File: src/design/cts_pkg.sv
// cts_pkg: shared types, codes and helper functions for the c-subset token scanner
// holds request structs, scanner context, token kinds, error codes and keyword constants
// no dependencies
`default_nettype none

package cts_pkg;

	localparam int POSITION_BITS = 24;
	localparam int COUNTER_BITS  = 16;
	localparam int KEYWORD_CHARS = 8;
	localparam int WINDOW_BITS   = 8 * KEYWORD_CHARS;
	localparam int KEYWORDS      = 8;

	typedef logic [POSITION_BITS-1:0] pos_t;
	typedef logic [COUNTER_BITS-1:0]  cnt_t;
	typedef logic [WINDOW_BITS-1:0]   window_t;
	typedef logic [4:0]               kind_t;
	typedef logic [2:0]               err_t;

	localparam pos_t POS_MAX = '1;
	localparam cnt_t CNT_MAX = '1;

	// token kinds
	localparam kind_t KIND_IDENT    = 5'd0;
	localparam kind_t KIND_KW_BASE  = 5'd1;
	localparam kind_t KIND_INT      = 5'd9;
	localparam kind_t KIND_FLOAT    = 5'd10;
	localparam kind_t KIND_STRING   = 5'd11;
	localparam kind_t KIND_DOT      = 5'd12;
	localparam kind_t KIND_ELLIPSIS = 5'd13;
	localparam kind_t KIND_NOTEQ    = 5'd14;
	localparam kind_t KIND_SINGLE   = 5'd15;
	localparam kind_t KIND_END      = 5'd31;

	// error codes
	localparam err_t ERR_NONE       = 3'd0;
	localparam err_t ERR_UNEXPECTED = 3'd1;
	localparam err_t ERR_DOUBLE_DOT = 3'd2;
	localparam err_t ERR_BANG       = 3'd3;
	localparam err_t ERR_OPEN_STR   = 3'd4;

	// characters with a role of their own
	localparam logic [7:0] CH_NEWLINE = 8'h0a;
	localparam logic [7:0] CH_QUOTE   = 8'h22;
	localparam logic [7:0] CH_DOT     = 8'h2e;
	localparam logic [7:0] CH_BANG    = 8'h21;
	localparam logic [7:0] CH_EQUAL   = 8'h3d;
	localparam logic [7:0] CH_UNDER   = 8'h5f;

	// keyword spellings, first character in the low byte, zero padded
	localparam window_t KW_WORD [KEYWORDS] = '{
		64'h00000074_736e6f63, // const
		64'h00006e72_75746572, // return
		64'h00000000_00006669, // if
		64'h00000065_6c696877, // while
		64'h00666564_65707974, // typedef
		64'h00007463_75727473, // struct
		64'h64656e67_69736e75, // unsigned
		64'h00000000_6d756e65  // enum
	};
	localparam cnt_t KW_LEN [KEYWORDS] = '{
		cnt_t'(5), cnt_t'(6), cnt_t'(2), cnt_t'(5),
		cnt_t'(7), cnt_t'(6), cnt_t'(8), cnt_t'(4)
	};

	typedef enum logic [7:0] {
		ST_INIT   = 8'b0000_0001,
		ST_IDENT  = 8'b0000_0010,
		ST_INT    = 8'b0000_0100,
		ST_FLOAT  = 8'b0000_1000,
		ST_STRING = 8'b0001_0000,
		ST_DOT    = 8'b0010_0000,
		ST_DOTDOT = 8'b0100_0000,
		ST_BANG   = 8'b1000_0000
	} scan_state_t;

	typedef struct packed {
		logic [7:0] char_code;
		logic       end_of_input;
	} src_req_t;

	typedef struct packed {
		kind_t      token_kind;
		pos_t       start_index;
		cnt_t       token_length;
		cnt_t       line_number;
		cnt_t       column_number;
		err_t       error_code;
		logic       last_of_run;
	} tok_req_t;

	typedef struct packed {
		scan_state_t scan_state;
		pos_t        pending_start;
		cnt_t        pending_length;
		cnt_t        pending_line;
		cnt_t        pending_column;
		window_t     keyword_window;
		pos_t        byte_position;
		cnt_t        line_counter;
		cnt_t        column_counter;
	} scan_ctx_t;

	typedef struct packed {
		logic [1:0] count;
		tok_req_t   first;
		tok_req_t   second;
	} scan_result_t;

	function automatic pos_t pos_inc(pos_t v);
		return (v == POS_MAX) ? POS_MAX : v + pos_t'(1);
	endfunction

	function automatic cnt_t cnt_inc(cnt_t v);
		return (v == CNT_MAX) ? CNT_MAX : v + cnt_t'(1);
	endfunction

	function automatic logic is_alpha(logic [7:0] c);
		return (c >= 8'h61 && c <= 8'h7a) || (c >= 8'h41 && c <= 8'h5a);
	endfunction

	function automatic logic is_digit(logic [7:0] c);
		return c >= 8'h30 && c <= 8'h39;
	endfunction

	function automatic logic is_space(logic [7:0] c);
		return c == 8'h20 || (c >= 8'h09 && c <= 8'h0d);
	endfunction

	// single-character token kind, KIND_IDENT when the byte is not one of them
	function automatic kind_t single_kind(logic [7:0] c);
		kind_t k;
		unique case (c)
			8'h28:   k = KIND_SINGLE + kind_t'(0);  // (
			8'h29:   k = KIND_SINGLE + kind_t'(1);  // )
			8'h7b:   k = KIND_SINGLE + kind_t'(2);  // {
			8'h7d:   k = KIND_SINGLE + kind_t'(3);  // }
			8'h2c:   k = KIND_SINGLE + kind_t'(4);  // ,
			8'h3b:   k = KIND_SINGLE + kind_t'(5);  // ;
			8'h2b:   k = KIND_SINGLE + kind_t'(6);  // +
			8'h3d:   k = KIND_SINGLE + kind_t'(7);  // =
			8'h2a:   k = KIND_SINGLE + kind_t'(8);  // *
			8'h26:   k = KIND_SINGLE + kind_t'(9);  // &
			8'h3c:   k = KIND_SINGLE + kind_t'(10); // <
			8'h3e:   k = KIND_SINGLE + kind_t'(11); // >
			8'h2d:   k = KIND_SINGLE + kind_t'(12); // -
			8'h5b:   k = KIND_SINGLE + kind_t'(13); // [
			8'h5d:   k = KIND_SINGLE + kind_t'(14); // ]
			8'h2f:   k = KIND_SINGLE + kind_t'(15); // /
			default: k = KIND_IDENT;
		endcase
		return k;
	endfunction

	// parallel keyword compare; bytes past the length are zero in the window
	function automatic kind_t keyword_kind(window_t w, cnt_t len);
		kind_t k;
		k = KIND_IDENT;
		for (int i = 0; i < KEYWORDS; i++) begin
			if (len == KW_LEN[i] && w == KW_WORD[i]) begin
				k = KIND_KW_BASE + kind_t'(i);
			end
		end
		return k;
	endfunction

endpackage

`default_nettype wire

File: src/design/cts_scan_core.sv
// cts_scan_core: one-pass scan of a request against the scanner context
// closes the pending token, rescans the byte from the initial state, updates counters
// depends on cts_pkg
`default_nettype none

module cts_scan_core (
	input  wire cts_pkg::scan_ctx_t    ctx,
	input  wire cts_pkg::src_req_t     item,
	output cts_pkg::scan_ctx_t         ctx_next,
	output cts_pkg::scan_result_t      result
);

	always_comb begin
		cts_pkg::scan_ctx_t nxt;
		cts_pkg::tok_req_t  close_r;
		cts_pkg::tok_req_t  init_r;
		cts_pkg::kind_t     sk;
		logic               has_close;
		logic               has_init;
		logic               rescan;
		logic [7:0]         c;

		c         = item.char_code;
		nxt       = ctx;
		has_close = 1'b0;
		has_init  = 1'b0;
		rescan    = 1'b0;
		sk        = cts_pkg::single_kind(c);

		close_r.token_kind    = cts_pkg::KIND_IDENT;
		close_r.start_index   = ctx.pending_start;
		close_r.token_length  = ctx.pending_length;
		close_r.line_number   = ctx.pending_line;
		close_r.column_number = ctx.pending_column;
		close_r.error_code    = cts_pkg::ERR_NONE;
		close_r.last_of_run   = 1'b0;

		init_r.token_kind    = cts_pkg::KIND_IDENT;
		init_r.start_index   = ctx.byte_position;
		init_r.token_length  = cts_pkg::cnt_t'(1);
		init_r.line_number   = ctx.line_counter;
		init_r.column_number = ctx.column_counter;
		init_r.error_code    = cts_pkg::ERR_NONE;
		init_r.last_of_run   = 1'b0;

		if (item.end_of_input) begin
			nxt.scan_state = cts_pkg::ST_INIT;
			has_close      = (ctx.scan_state != cts_pkg::ST_INIT);
			unique case (ctx.scan_state)
				cts_pkg::ST_IDENT:  close_r.token_kind = cts_pkg::keyword_kind(
					ctx.keyword_window, ctx.pending_length);
				cts_pkg::ST_INT:    close_r.token_kind = cts_pkg::KIND_INT;
				cts_pkg::ST_FLOAT:  close_r.token_kind = cts_pkg::KIND_FLOAT;
				cts_pkg::ST_STRING: close_r.error_code = cts_pkg::ERR_OPEN_STR;
				cts_pkg::ST_DOT:    close_r.token_kind = cts_pkg::KIND_DOT;
				cts_pkg::ST_DOTDOT: close_r.error_code = cts_pkg::ERR_DOUBLE_DOT;
				cts_pkg::ST_BANG:   close_r.error_code = cts_pkg::ERR_BANG;
				default: ;
			endcase
			// end token at the running counters
			has_init            = 1'b1;
			init_r.token_kind   = cts_pkg::KIND_END;
			init_r.token_length = '0;
		end else begin
			unique case (ctx.scan_state)
				cts_pkg::ST_IDENT: begin
					if (cts_pkg::is_alpha(c) || cts_pkg::is_digit(c) || c == cts_pkg::CH_UNDER) begin
						if (ctx.pending_length < cts_pkg::cnt_t'(cts_pkg::KEYWORD_CHARS)) begin
							nxt.keyword_window[8*ctx.pending_length[2:0] +: 8] = c;
						end
						nxt.pending_length = cts_pkg::cnt_inc(ctx.pending_length);
					end else begin
						has_close          = 1'b1;
						close_r.token_kind = cts_pkg::keyword_kind(
							ctx.keyword_window, ctx.pending_length);
						rescan             = 1'b1;
					end
				end
				cts_pkg::ST_INT: begin
					if (c == cts_pkg::CH_DOT) begin
						nxt.scan_state     = cts_pkg::ST_FLOAT;
						nxt.pending_length = cts_pkg::cnt_inc(ctx.pending_length);
					end else if (cts_pkg::is_digit(c)) begin
						nxt.pending_length = cts_pkg::cnt_inc(ctx.pending_length);
					end else begin
						has_close          = 1'b1;
						close_r.token_kind = cts_pkg::KIND_INT;
						rescan             = 1'b1;
					end
				end
				cts_pkg::ST_FLOAT: begin
					if (cts_pkg::is_digit(c)) begin
						nxt.pending_length = cts_pkg::cnt_inc(ctx.pending_length);
					end else begin
						has_close          = 1'b1;
						close_r.token_kind = cts_pkg::KIND_FLOAT;
						rescan             = 1'b1;
					end
				end
				cts_pkg::ST_STRING: begin
					if (c == cts_pkg::CH_QUOTE) begin
						has_close          = 1'b1;
						close_r.token_kind = cts_pkg::KIND_STRING;
						nxt.scan_state     = cts_pkg::ST_INIT;
					end else begin
						nxt.pending_length = cts_pkg::cnt_inc(ctx.pending_length);
					end
				end
				cts_pkg::ST_DOT: begin
					if (c == cts_pkg::CH_DOT) begin
						nxt.scan_state     = cts_pkg::ST_DOTDOT;
						nxt.pending_length = cts_pkg::cnt_t'(2);
					end else begin
						has_close          = 1'b1;
						close_r.token_kind = cts_pkg::KIND_DOT;
						rescan             = 1'b1;
					end
				end
				cts_pkg::ST_DOTDOT: begin
					has_close      = 1'b1;
					nxt.scan_state = cts_pkg::ST_INIT;
					if (c == cts_pkg::CH_DOT) begin
						close_r.token_kind   = cts_pkg::KIND_ELLIPSIS;
						close_r.token_length = cts_pkg::cnt_t'(3);
					end else begin
						close_r.error_code = cts_pkg::ERR_DOUBLE_DOT;
						rescan             = 1'b1;
					end
				end
				cts_pkg::ST_BANG: begin
					has_close      = 1'b1;
					nxt.scan_state = cts_pkg::ST_INIT;
					if (c == cts_pkg::CH_EQUAL) begin
						close_r.token_kind   = cts_pkg::KIND_NOTEQ;
						close_r.token_length = cts_pkg::cnt_t'(2);
					end else begin
						close_r.error_code = cts_pkg::ERR_BANG;
						rescan             = 1'b1;
					end
				end
				default: begin
					rescan = 1'b1;
				end
			endcase

			if (rescan) begin
				nxt.scan_state     = cts_pkg::ST_INIT;
				nxt.pending_start  = ctx.byte_position;
				nxt.pending_length = cts_pkg::cnt_t'(1);
				nxt.pending_line   = ctx.line_counter;
				nxt.pending_column = ctx.column_counter;
				priority if (cts_pkg::is_space(c)) begin
					nxt.pending_start  = ctx.pending_start;
					nxt.pending_length = ctx.pending_length;
					nxt.pending_line   = ctx.pending_line;
					nxt.pending_column = ctx.pending_column;
					if (has_close) begin
						nxt.pending_length = close_r.token_length;
					end
				end else if (cts_pkg::is_alpha(c)) begin
					nxt.scan_state     = cts_pkg::ST_IDENT;
					nxt.keyword_window = {{(cts_pkg::WINDOW_BITS-8){1'b0}}, c};
				end else if (cts_pkg::is_digit(c)) begin
					nxt.scan_state = cts_pkg::ST_INT;
				end else if (c == cts_pkg::CH_QUOTE) begin
					nxt.scan_state     = cts_pkg::ST_STRING;
					nxt.pending_start  = cts_pkg::pos_inc(ctx.byte_position);
					nxt.pending_length = '0;
				end else if (c == cts_pkg::CH_DOT) begin
					nxt.scan_state = cts_pkg::ST_DOT;
				end else if (c == cts_pkg::CH_BANG) begin
					nxt.scan_state = cts_pkg::ST_BANG;
				end else if (sk != cts_pkg::KIND_IDENT) begin
					nxt.pending_start  = ctx.pending_start;
					nxt.pending_length = has_close ? close_r.token_length : ctx.pending_length;
					nxt.pending_line   = ctx.pending_line;
					nxt.pending_column = ctx.pending_column;
					has_init           = 1'b1;
					init_r.token_kind  = sk;
				end else begin
					nxt.pending_start  = ctx.pending_start;
					nxt.pending_length = has_close ? close_r.token_length : ctx.pending_length;
					nxt.pending_line   = ctx.pending_line;
					nxt.pending_column = ctx.pending_column;
					has_init           = 1'b1;
					init_r.error_code  = cts_pkg::ERR_UNEXPECTED;
				end
			end else if (has_close) begin
				nxt.pending_length = close_r.token_length;
			end

			nxt.byte_position = cts_pkg::pos_inc(ctx.byte_position);
			if (c == cts_pkg::CH_NEWLINE) begin
				nxt.line_counter   = cts_pkg::cnt_inc(ctx.line_counter);
				nxt.column_counter = cts_pkg::cnt_t'(1);
			end else begin
				nxt.column_counter = cts_pkg::cnt_inc(ctx.column_counter);
			end
		end

		// pack close result ahead of the rescan result
		result.count  = {1'b0, has_close} + {1'b0, has_init};
		result.first  = has_close ? close_r : init_r;
		result.second = init_r;
		if (has_close && has_init) begin
			result.second.last_of_run = 1'b1;
		end else begin
			result.first.last_of_run = 1'b1;
		end
		ctx_next = nxt;
	end

endmodule

`default_nettype wire

File: src/design/c_subset_token_scanner.sv
// c_subset_token_scanner: top level of the c-subset token scanner
// input register, one-pass scan core and a two-slot result register
// depends on cts_pkg and cts_scan_core
`default_nettype none

//  channel | handshake            | payload
//  src     | src_valid/src_ready  | src_data : cts_pkg::src_req_t (one byte or end mark)
//  tok     | tok_valid/tok_ready  | tok_data : cts_pkg::tok_req_t (one token)
//
//  one request per cycle while each request yields at most one token and tok_ready is high;
//  after a request that yields two tokens the next token-producing request waits while the
//  pair drains; once its request is taken a token passes the input register, then the result register
//  reset restores the scanner context and counters and clears both valid flags at once
//  a stalled tok side fills the result slots, then the input register, then drops src_ready

module c_subset_token_scanner (
	input  wire                   clk,
	input  wire                   arst_n,
	input  wire                   src_valid,
	output logic                  src_ready,
	input  wire cts_pkg::src_req_t src_data,
	output logic                  tok_valid,
	input  wire                   tok_ready,
	output cts_pkg::tok_req_t     tok_data
);

	cts_pkg::src_req_t    item_s1;
	logic                 valid_s1;
	cts_pkg::scan_ctx_t   ctx_q;
	cts_pkg::scan_ctx_t   ctx_next;
	cts_pkg::scan_result_t res;
	cts_pkg::tok_req_t    head_q;
	cts_pkg::tok_req_t    tail_q;
	logic [1:0]           cnt_q;
	logic                 tok_fire;
	logic                 room;
	logic                 load;

	cts_scan_core u_core (
		.ctx      (ctx_q),
		.item     (item_s1),
		.ctx_next (ctx_next),
		.result   (res)
	);

	assign tok_valid = (cnt_q != 2'd0);
	assign tok_data  = head_q;
	assign tok_fire  = tok_valid && tok_ready;
	assign room      = (res.count == 2'd0) || (cnt_q == 2'd0) || (cnt_q == 2'd1 && tok_fire);
	assign load      = valid_s1 && room;
	assign src_ready = !valid_s1 || load;

	always_ff @(posedge clk or negedge arst_n) begin
		if (!arst_n) begin
			valid_s1 <= 1'b0;
		end else if (src_ready) begin
			valid_s1 <= src_valid;
		end
	end

	always_ff @(posedge clk) begin
		if (src_ready && src_valid) begin
			item_s1 <= src_data;
		end
	end

	always_ff @(posedge clk or negedge arst_n) begin
		if (!arst_n) begin
			ctx_q.scan_state     <= cts_pkg::ST_INIT;
			ctx_q.pending_start  <= '0;
			ctx_q.pending_length <= '0;
			ctx_q.pending_line   <= cts_pkg::cnt_t'(1);
			ctx_q.pending_column <= cts_pkg::cnt_t'(1);
			ctx_q.keyword_window <= '0;
			ctx_q.byte_position  <= '0;
			ctx_q.line_counter   <= cts_pkg::cnt_t'(1);
			ctx_q.column_counter <= cts_pkg::cnt_t'(1);
		end else if (load) begin
			ctx_q <= ctx_next;
		end
	end

	always_ff @(posedge clk or negedge arst_n) begin
		if (!arst_n) begin
			cnt_q <= 2'd0;
		end else if (load && res.count != 2'd0) begin
			cnt_q <= res.count;
		end else if (tok_fire) begin
			cnt_q <= cnt_q - 2'd1;
		end
	end

	always_ff @(posedge clk) begin
		if (load && res.count != 2'd0) begin
			head_q <= res.first;
			tail_q <= res.second;
		end else if (tok_fire) begin
			head_q <= tail_q;
		end
	end

endmodule

`default_nettype wire

File: config.mk
export PLATFORM = sky130hd
export DESIGN_NAME = c_subset_token_scanner
export DESIGN_NICKNAME = d
export VERILOG_FILES = /design/src/design/cts_pkg.sv /design/src/design/cts_scan_core.sv /design/src/design/c_subset_token_scanner.sv
export SDC_FILE = /design/constraint.sdc
export NUM_CORES = 1
export LEC_CHECK = 0
export ABC_AREA = 1
export BUFFER_PORTS_ARGS = -buffer_cell sky130_fd_sc_hd__buf_2
export CORE_ASPECT_RATIO = 0.9
export CORE_MARGIN = 10
export CORE_UTILIZATION = 30
export CTS_BUF_LIST = sky130_fd_sc_hd__clkbuf_8
export DETAILED_ROUTE_END_ITERATION = 8
export GPL_TIMING_DRIVEN = 0
export PLACE_DENSITY = 0.51
export RECOVER_POWER = 25
export SLEW_MARGIN = 10
export SYNTH_ARGS = -nofsm -noshare
export SYNTH_HDL_FRONTEND = slang
export SYNTH_SLANG_ARGS = --single-unit
File: constraint.sdc
create_clock -name clk -period 14.9 [get_ports clk]
set_input_delay 2.98 -clock clk [delete_from_list [all_inputs] [get_ports clk]]
set_output_delay 2.98 -clock clk [all_outputs]
set_load 0.005 [all_outputs]
Word level (Yosys, flattened, before mapping). Cells that the tools add are included.

Bits in registers: 374. Word-level logic and storage cells: 261.

Add/sub/neg operators: 7. Order comparisons: 9. Equal/unequal tests: 56. Shift-type cells: 2. Multiplexer cells: 117. Bitwise gates (word level): 2. Reduce and logical (&&, ||, !) cells: 41.

Operator list (number): 72-bit 2-to-1 mux (8); 64-bit 2-to-1 mux (6); 16-bit 2-to-1 mux (16); 81-bit 2-to-1 mux (3); 8-bit by 6-bit == test with 1-bit output, second input constant (17); 64-bit by 39-bit == test with 1-bit output, second input constant (2); 64-bit by 47-bit == test with 1-bit output, second input constant (2); 16-bit one-hot mux with 5 select lines (1); 5-bit one-hot mux with 16 select lines (1); 8-bit 2-to-1 mux (9); 64-bit bitwise mux (1); 16-bit by 3-bit == test with 1-bit output, second input constant (4); 64-bit by 15-bit == test with 1-bit output, second input constant (1); 64-bit by 31-bit == test with 1-bit output, second input constant (1); 64-bit by 55-bit == test with 1-bit output, second input constant (1); 64-bit by 63-bit == test with 1-bit output, second input constant (1); 32-bit 2-to-1 mux (2); 8-bit by 34-bit variable shift with 64-bit output, first input constant (1); 8-bit by 34-bit indexed part select with 64-bit output (1); 5-bit 2-to-1 mux (12); 16-bit by 1-bit adder with 16-bit output, second input constant (3); 16-bit == test, second input constant (3); 8-bit by 7-bit == test with 1-bit output, second input constant (6); 48-bit 2-to-1 mux (1); 51 further kinds (131).

Depth between registers and ports, before layout. Gate-level depths: netlist of run 1.

Depth after elaboration: 20. Depth in mapped cells: 29. Gate-level depth less buffers: 29.

Cells and area by module. A second synthesis of run 1 with hierarchy kept.

Cell total of the unflattened synthesis: 3525. Area total of the unflattened synthesis: 24587.3 um^2.

By module, submodules not included: c_subset_token_scanner (instances 1, cells each 1333, area each 14214.9 um^2); cts_scan_core (instances 1, cells each 2192, area each 10372.4 um^2).

Worst setup path before layout of run 1. Ideal clock, no wire load.

Path kind: input -> register. Start: in tok_ready. End: reg head_q (netlist bit tok_data[0]) (enable). Arrival: 8412 ps. Data required time: 14363 ps. Path slack: 5952 ps. Stages on the path: 6. Buffers on the path: 0. Cells stage by stage: inv_1 o21ai_0 nand2_1 nor2_2 inv_1 o21ai_1.

Cells in the longest elaborated chain, start to end: 6.

Ends and longest elaborated chain: from (decl) (RTL line c_subset_token_scanner.sv:23) `input wire tok_ready,`; 1-bit logical AND * (RTL line c_subset_token_scanner.sv:48) `assign tok_fire = tok_valid && tok_ready;`; 1-bit logical AND (RTL line c_subset_token_scanner.sv:49) `assign room = (res.count == 2'd0) || (cnt_q == 2'd0) || (cnt_q == 2'd1 && tok_fire);`; 1-bit logical OR (RTL line c_subset_token_scanner.sv:49); 1-bit logical AND (RTL line c_subset_token_scanner.sv:50) `assign load = valid_s1 && room;`; 1-bit logical AND (RTL line c_subset_token_scanner.sv:94) `if (load && res.count != 2'd0) begin`; 2-bit nonzero test (no line) *; to (signal assigned) (RTL line c_subset_token_scanner.sv:95) `head_q <= res.first;`; to (signal assigned) (RTL line c_subset_token_scanner.sv:98) `head_q <= tail_q;`; to (decl) (RTL line c_subset_token_scanner.sv:32) `cts_pkg::tok_req_t head_q;`.

Every way passes the cells marked *; elsewhere a longest branch is shown, timed or not. A chain may end at the register's enable or synchronous reset.

==> impl_results.md, run 1 <==
* Comb power frac at between 40% and 50%
* Worst Setup End Kind: async pin
* Max Clock Freq at 125 MHz
* Hold Buf Count CTS at 0
* Worst path top cell family by delay: buffers and inverters
* First-pass GRT wire length at ~100000 um
* Vias in the first global route at 17300
* Via density at 5.00
* Outcome: finished with violations
* Hold path depth at 0
* Fin cells at around 3500
* Largest net degree at the start of global routing at roughly 90
* CTS tree: built
* R2r worst-path depth at 22
* Cell area after synthesis at 0.0196 sq mm
* Sequential share of power at 38.4%
* Synth cell types at 51
* Multi-input logic area at 0.00844 sq mm
* Final worst-path cycle share at 53.8%
* CP max-delay cell: clkbuf_1
* Clock share of power at a little over a fifth
* Final wirelength at about 66000 um
* Placed cells at roughly 3400
* Clock Tree Root: clkbuf_8
* Setup TNS at 0 ps
* Synthesis-to-layout area growth at 15.5%
* Synth async-reset ratio at 56.9%
* P_sw at 1.91 mW
* Final Max Slew Viols at about 120
* Register area at 0.00971 sq mm
* Clock Pin Slew Worst Setup and Hold Paths at 70 ps
* Max stage delay on crit path at 2470 ps
* DRC Markers at 0
* Post-CTS setup buffer count at 0
* Design Power at 4.47 mW
* Reg2reg start: item_s1[7]
* Least-Margin Pin Slew at 3610 ps
* Cell mode on critical path: clkbuf_1
* Crit Path Category: in -> async
* Endpoints failing hold at 0
* Skew-Pair Late Insertion Delay at roughly 670 ps
* Rel. slew slack at -140%
* Routability Congestion at 0.978
* Wire per inst at 18.5 um
* Core box area at approximately 0.064 sq mm
* Reg-to-Reg End: ctx_q[64]
* Max Cap Viol at 2
* Largest cells by area after synthesis: dfrtp_1 (25%), edfxtp_1 (24%), nand2_1 (14%)
* Dpl ws at 8160 ps
* Syn Inst Count at 2456
* Switching part of the total at between 40 and 50%
* Synth top area share at approximately a quarter
* Syn avg cell area at 7.98 sq um
* IO Count at 96
* N_diodes at 0
* WP data arrival at around 8000 ps
* Antenna Nets Post-Route at 0
* Worst hold path class: reg -> reg
* Critical Path RT at 14900 ps
* H-tree depth at 3
* Buf/Inv on CP at 2
* Total CTS buffers at 67
* Nets at approximately 2700
* Worst IR drop on VDD at approximately 100 uV
* Pwr dens at just under 200 mW/mm^2
* Final setup violation count at 0
* R2R setup slack at 8320 ps
* Total track usage at 17.0%
* Seq/Total Area, Yosys at a little under 50%
* CP cell instances: clkbuf_1 -> clkbuf_1
* Via Count at 17700
* CTS resizes at 0
* CTS sink cnt at roughly 360
* Clk buf depth at 3
* Initial core utilization at 30.4%
* Gr ovfl total at 0
* Share of cells above drive strength 1 at 12.7%
* Worst hold endpoint: tail_q[27]
* Row count at 88
* Min-delay src: ctx_q[23]
* Syn_nets at around 2500
* Initial DRC count at 1650
* 1st-pass router iterations at 6
* Internal power at ~2.6 mW
* Clock skew at 39.9 ps
* Minimum clock period after layout at 8020 ps
* Static leakage at 9.88 nW
* Area leader, netlist: dfrtp_1
* Dpl hpwl at 48500 um
* FILL cells at 6800
* Final WS setup at ~6900 ps
* FF+latch count, synth at 357
* Post-synth top flop: dfrtp_1
* Initial antenna violation count at 1
* Critical path fanouts, max at 57
* # port buffers at 95
* Die H at 263 um
* Syn. warnings at 0
* Chip width at 289 um
* Die area at 0.0760 sq mm
* Critical Path Source Type: primary input
* EDFF count, synth at 154
* Failing checks: max-capacitance violations, max-slew violations
* Unrepaired setup endpoints after global routing: false
[layer usage]
layer	vias up	part of all wire (%)	global-route usage, %
met2	596	45	26.3
met3	114	6.3	3.39
met4	0	2.9	5.74
met1	8445	46	23.4
met5	-	0	0
li1	8514	-	-
[state kept, by name, summed over array words and instances (netlist names)]
register  cells
ctx_q       200
tail_q       64
item_s1       9
tok_data     81
cnt_q         2
valid_s1      1
[worst max path at each step]
stage	startpoint	cells after the start	to	slack, ps
6_report	arst_n	2	ctx_q[123]	6880
5_1_grt	arst_n	2	ctx_q[125]	5680
3_5_place_dp	tok_ready	6	src_ready	8160
4_1_cts	item_s1[1]	18	src_ready	7750
2_1_floorplan	tok_ready	6	tok_data[0]	5950
3_3_place_gp	tok_ready	7	tok_data[53]	2600
[power by group through the flow]
stage / combinational (mW) / sequential (mW) / clock [mW]
CTS: 1.82 / 1.72 / 0.981
global route: 2.01 / 1.76 / 1.03
floorplan: 1.07 / 1.71 / 0
detailed placement: 1.81 / 1.73 / 0
global placement: 1.72 / 1.77 / 0
finish: 1.80 / 1.72 / 0.955
[cells by family (layout without fill, tap and decap cells)]
logic type,after synthesis,after routing,share of synthesized area (%)
xor+xnor,21,21,0.938
simple gates,1300,1300,28.3
fa+ha+maj,13,13,0.830
buf+inv,360,585,7.40
compound gates,405,405,13.0
flops,357,357,49.5
[cells in the final DEF (no fill, tap or decap), types with 5 or more instances in the layout]
master	Yosys	routed
buf_2	36	129
clkinv_1	1	6
nor2_1	259	262
clkbuf_8	0	78
nand2_1	726	726
o31ai_1	35	35
clkbuf_1	52	55
buf_6	5	5
nand4_1	41	41
nand3_1	155	155
inv_1	242	272
o211ai_1	19	19
inv_2	19	19
a21oi_1	65	65
dfrtp_1	198	198
o211ai_2	40	40
ha_1	13	13
edfxtp_1	154	154
nand2_2	6	6
a22oi_1	9	9
o21ai_1	45	43
nor2_4	7	6
buf_16	0	5
o21ai_0	161	162
nor3_2	8	8
nor3_1	59	59
and3_1	7	7
xor2_1	21	21
nor2_2	10	8
o22ai_1	19	19
[Yosys cell counts (10+ instances only)]
library cell,number
a21oi_1,65
nor2_1,259
nor2_2,10
o31ai_1,35
clkbuf_1,52
inv_2,19
inv_1,242
nand3_1,155
buf_2,36
xor2_1,21
ha_1,13
dfrtp_1,198
edfxtp_1,154
o211ai_2,40
nand2_1,726
o21ai_1,45
o211ai_1,19
o22ai_1,19
o21ai_0,161
nand4_1,41
nor3_1,59
[through the flow]
step	util, %	hold slack (ps)	instance area (sq um)
floorplan	-	425	19600
global placement	32.8	430	21200
detailed placement	33.2	437	21400
CTS	35.3	422	22700
global route	35.2	440	22700
finish	35.2	418	22700
[layout make-up]
| type | instances | share of cell area, % |
|---|---|---|
| Multi-Input combinational cell | 1739 | 37.3 |
| Timing Repair Buffer | 103 | 2.89 |
| Sequential cell | 357 | 42.9 |
| Clock buffer | 78 | 4.74 |
| Clock inverter | 44 | 1.11 |
| Buffer | 97 | 2.04 |
| Tap cell | 855 | 4.72 |
| Inverter | 263 | 4.37 |
Power figures use the tool's default switching activity.
==> run 2, diff against run 1 <==
==> constraint.sdc (replaced) <==
create_clock -name clk -period 7.7 [get_ports clk]
set_input_delay 1.54 -clock clk [delete_from_list [all_inputs] [get_ports clk]]
set_output_delay 1.54 -clock clk [all_outputs]
set_load 0.005 [all_outputs]
==> run 2 against run 1 <==
The run still ends with max-capacitance violations, max-slew violations left. Count of clock-buffer cells in the layout down 3. Non-clock buffer count stayed put. Hold slack improved by 30 ps. First-iteration DRC count shrank 13%. Global-route usage is 0.092 points lower. Total power up 93%. Worst setup slack worse by 4900 ps. Sequential power rose by 93%. Die area unchanged. Via count rose by 0.30%. Cell area about the same. Clock skew fell by 3.4 ps.
==> impl_results.md, run 2 (synthesized netlist as in run 1, its figures left out) <==
* Outcome: finished with violations
* Failing checks: max-capacitance violations, max-slew violations
* Design Power at 8.61 mW (+93%)
* First-pass GRT wire length at 101000 um (-0.81%)
* Routability Congestion at 0.915 (-6.5%)
* # port buffers at 95 (unchanged)
* Synthesis-to-layout area growth at 15.5% (about the same)
* Initial core utilization at 30.4% (unchanged)
* Final WS setup at 1960 ps (-4920 ps)
* CP max-delay cell: clkbuf_1
* Total track usage at 17.0% (-0.092 points)
* Share of cells above drive strength 1 at 13.0% (+0.31 points)
* CTS resizes at 0 (unchanged)
* N_diodes at 0 (unchanged)
* Setup TNS at 0 ps (unchanged)
* Fin area at 0.0226 sq mm (about the same)
* Critical Path RT at 8190 ps (-6710 ps)
* Endpoints failing hold at 0 (unchanged)
* Clock skew at 36.5 ps (-3.39 ps)
* Unrepaired setup endpoints after global routing: false
* Buf/Inv on CP at 5 (+3)
* Reg2reg start: item_s1[7]
* P_sw at 3.71 mW (+95%)
* Gr ovfl total at 0 (unchanged)
* Dpl ws at 1980 ps (-6180 ps)
* Clock Tree Root: clkbuf_8
* Initial antenna violation count at 0 (-1)
* Row count at 88 (unchanged)
* Worst Setup End Kind: flip-flop
* Max stage delay on crit path at 710 ps (-1760 ps)
* Biggest register: ctx_q
* Die H at 263 um (unchanged)
* Worst hold path class: reg -> reg
* Clock share of power at 21.0% (-0.4 points)
* Commonest non-fill, non-tap cells in the layout: nand2_1 (726), inv_1 (266), nor2_1 (259)
* R2R setup slack at 1960 ps (-6360 ps)
* Final setup violation count at 0 (unchanged)
* Antenna Nets Post-Route at 0 (unchanged)
* CTS tree: built
* Via Count at 17700 (+0.30%)
* Cell mode on critical path: nand2_1
* CTS sink cnt at 357 (unchanged)
* Nets at 2656 (+0.075%)
* CP cell instances: nor2_2 -> inv_1 -> nor2_4 -> nand2_1 -> nand2_1 -> o21ai_1 -> nor2_2 -> nand2_1 -> nor2_4 -> nor2_1 -> nand2_1 -> nand2_1 -> inv_1 -> ha_1 -> nor2_1 -> o21ai_0 -> nand2_1 -> nor2_1 -> clkbuf_1 -> clkbuf_1 -> clkbuf_1 -> o22ai_1
* Vias in the first global route at 17000 (-2.2%)
* Via density at 5.00 (+0.16%)
* Minimum clock period after layout at 5740 ps
* Sequential share of power at 38.6% (+0.2 points)
* Wire per inst at 18.6 um (+0.31%)
* Min-delay src: ctx_q[4]
* H-tree depth at 3 (unchanged)
* 1st-pass router iterations at 5 (-1)
* Pwr dens at 380 mW/mm^2 (+93%)
* Placed Area at 0.0214 sq mm (about the same)
* Rel. slew slack at -79.2% (+61 points)
* Hold path depth at 0 (unchanged)
* Final wirelength at 65900 um (+0.45%)
* Worst hold endpoint: tail_q[8]
* Least-Margin Pin Slew at 2690 ps (-917 ps)
* Final worst-path cycle share at 74.5%
* Final Max Slew Viols at 124 (+7.8%)
* Switching part of the total at 43.1% (+0.48 points)
* Final Util at 35.1% (about the same)
* Clk buf depth at 3 (unchanged)
* Hold Buf Count CTS at 0 (unchanged)
* Most common cell after layout, fill and taps aside: nand2_1
* Crit Path Category: reg -> reg
* Initial DRC count at 1429 (-13%)
* DRC Markers at 0 (unchanged)
* WP data arrival at 6230 ps (-1790 ps)
* Static leakage at 9.86 nW (-0.21%)
* Reg-to-Reg End: ctx_q[64]
* Worst path top cell family by delay: simple AND/OR/NAND/NOR gates
* Max Clock Freq at 174 MHz
* Skew-Pair Late Insertion Delay at 660 ps (about the same)
* Total CTS buffers at 69 (+3.0%)
* Clock Pin Slew Worst Setup and Hold Paths at 60 ps (about the same)
* R2r worst-path depth at 22 (unchanged)
* IO Count at 96 (unchanged)
* Post-CTS setup buffer count at 0 (unchanged)
* Die area at 0.0760 sq mm (unchanged)
* Comb power frac at 40.4% (+0.2 points)
* Core box area at 0.0644 sq mm (unchanged)
* Dpl hpwl at 48800 um (+0.74%)
* Max FFs per register at 200 (unchanged)
* Worst IR drop on VDD at 209 uV (+99%)
* Internal power at 4.90 mW (+91%)
* Critical Path Source Type: flip-flop
* Critical path fanouts, max at 10 (-82%)
* Largest net degree at the start of global routing at 99 (+7.6%)
* Max Cap Viol at 2 (unchanged)
* Chip width at 289 um (unchanged)
==> run 2: changes by cell type in the layout (fill, tap and decap cells not counted), sizes merged <==
cell / change
bufinv: -1
clkbuf: -3
clkinv: +18
inv: -8
clkinvlp: -1
==> run 2: power groups by stage <==
stage                     combinational, mW  sequential (mW)  clock (mW)
after floorplan                        2.08             3.29           0
after global placement                 3.34             3.39           0
after detailed placement               3.51             3.35           0
after CTS                              3.53             3.32        1.87
after global routing                   3.87             3.40        1.95
final                                  3.48             3.32        1.81
==> run 2: how the worst max path moves through the flow <==
stage	slack [ps]	startpoint	cells after the start	to
finish	1960	item_s1[7]	22	ctx_q[64]
floorplan	1420	item_s1[7]	20	tok_data[0]
global placement	-1530	item_s1[1]	20	tok_data[54]
detailed placement	1980	item_s1[7]	22	ctx_q[64]
CTS	1950	item_s1[7]	22	ctx_q[109]
global route	1530	item_s1[7]	22	ctx_q[64]
==> run 2: cell type report <==
type | instances | area (sq um)
Sequential cell | 357 | 9710
Buffer | 97 | 462
Fill cell | 6853 | 41800
Clock buffer | 75 | 1030
Inverter | 263 | 990
Multi-Input combinational cell | 1739 | 8460
Timing Repair Buffer | 103 | 648
Tap cell | 855 | 1070
Clock inverter | 52 | 267
==> run 2: layer usage <==
metal | part of all wire [%] | track usage, % | wire, um
met3 | 6.5 | 3.69 | 4310
met5 | 0 | 0 | 0
met4 | 2.9 | 5.31 | 1910
met1 | 46 | 23.3 | 30100
met2 | 45 | 26.1 | 29500
==> run 2: per-stage QoR <==
stage,hold WS (ps),cells
after global placement,428,3406
final,448,3541
after detailed placement,445,3414
after global routing,471,3541
after floorplan,425,2456
after CTS,454,3541
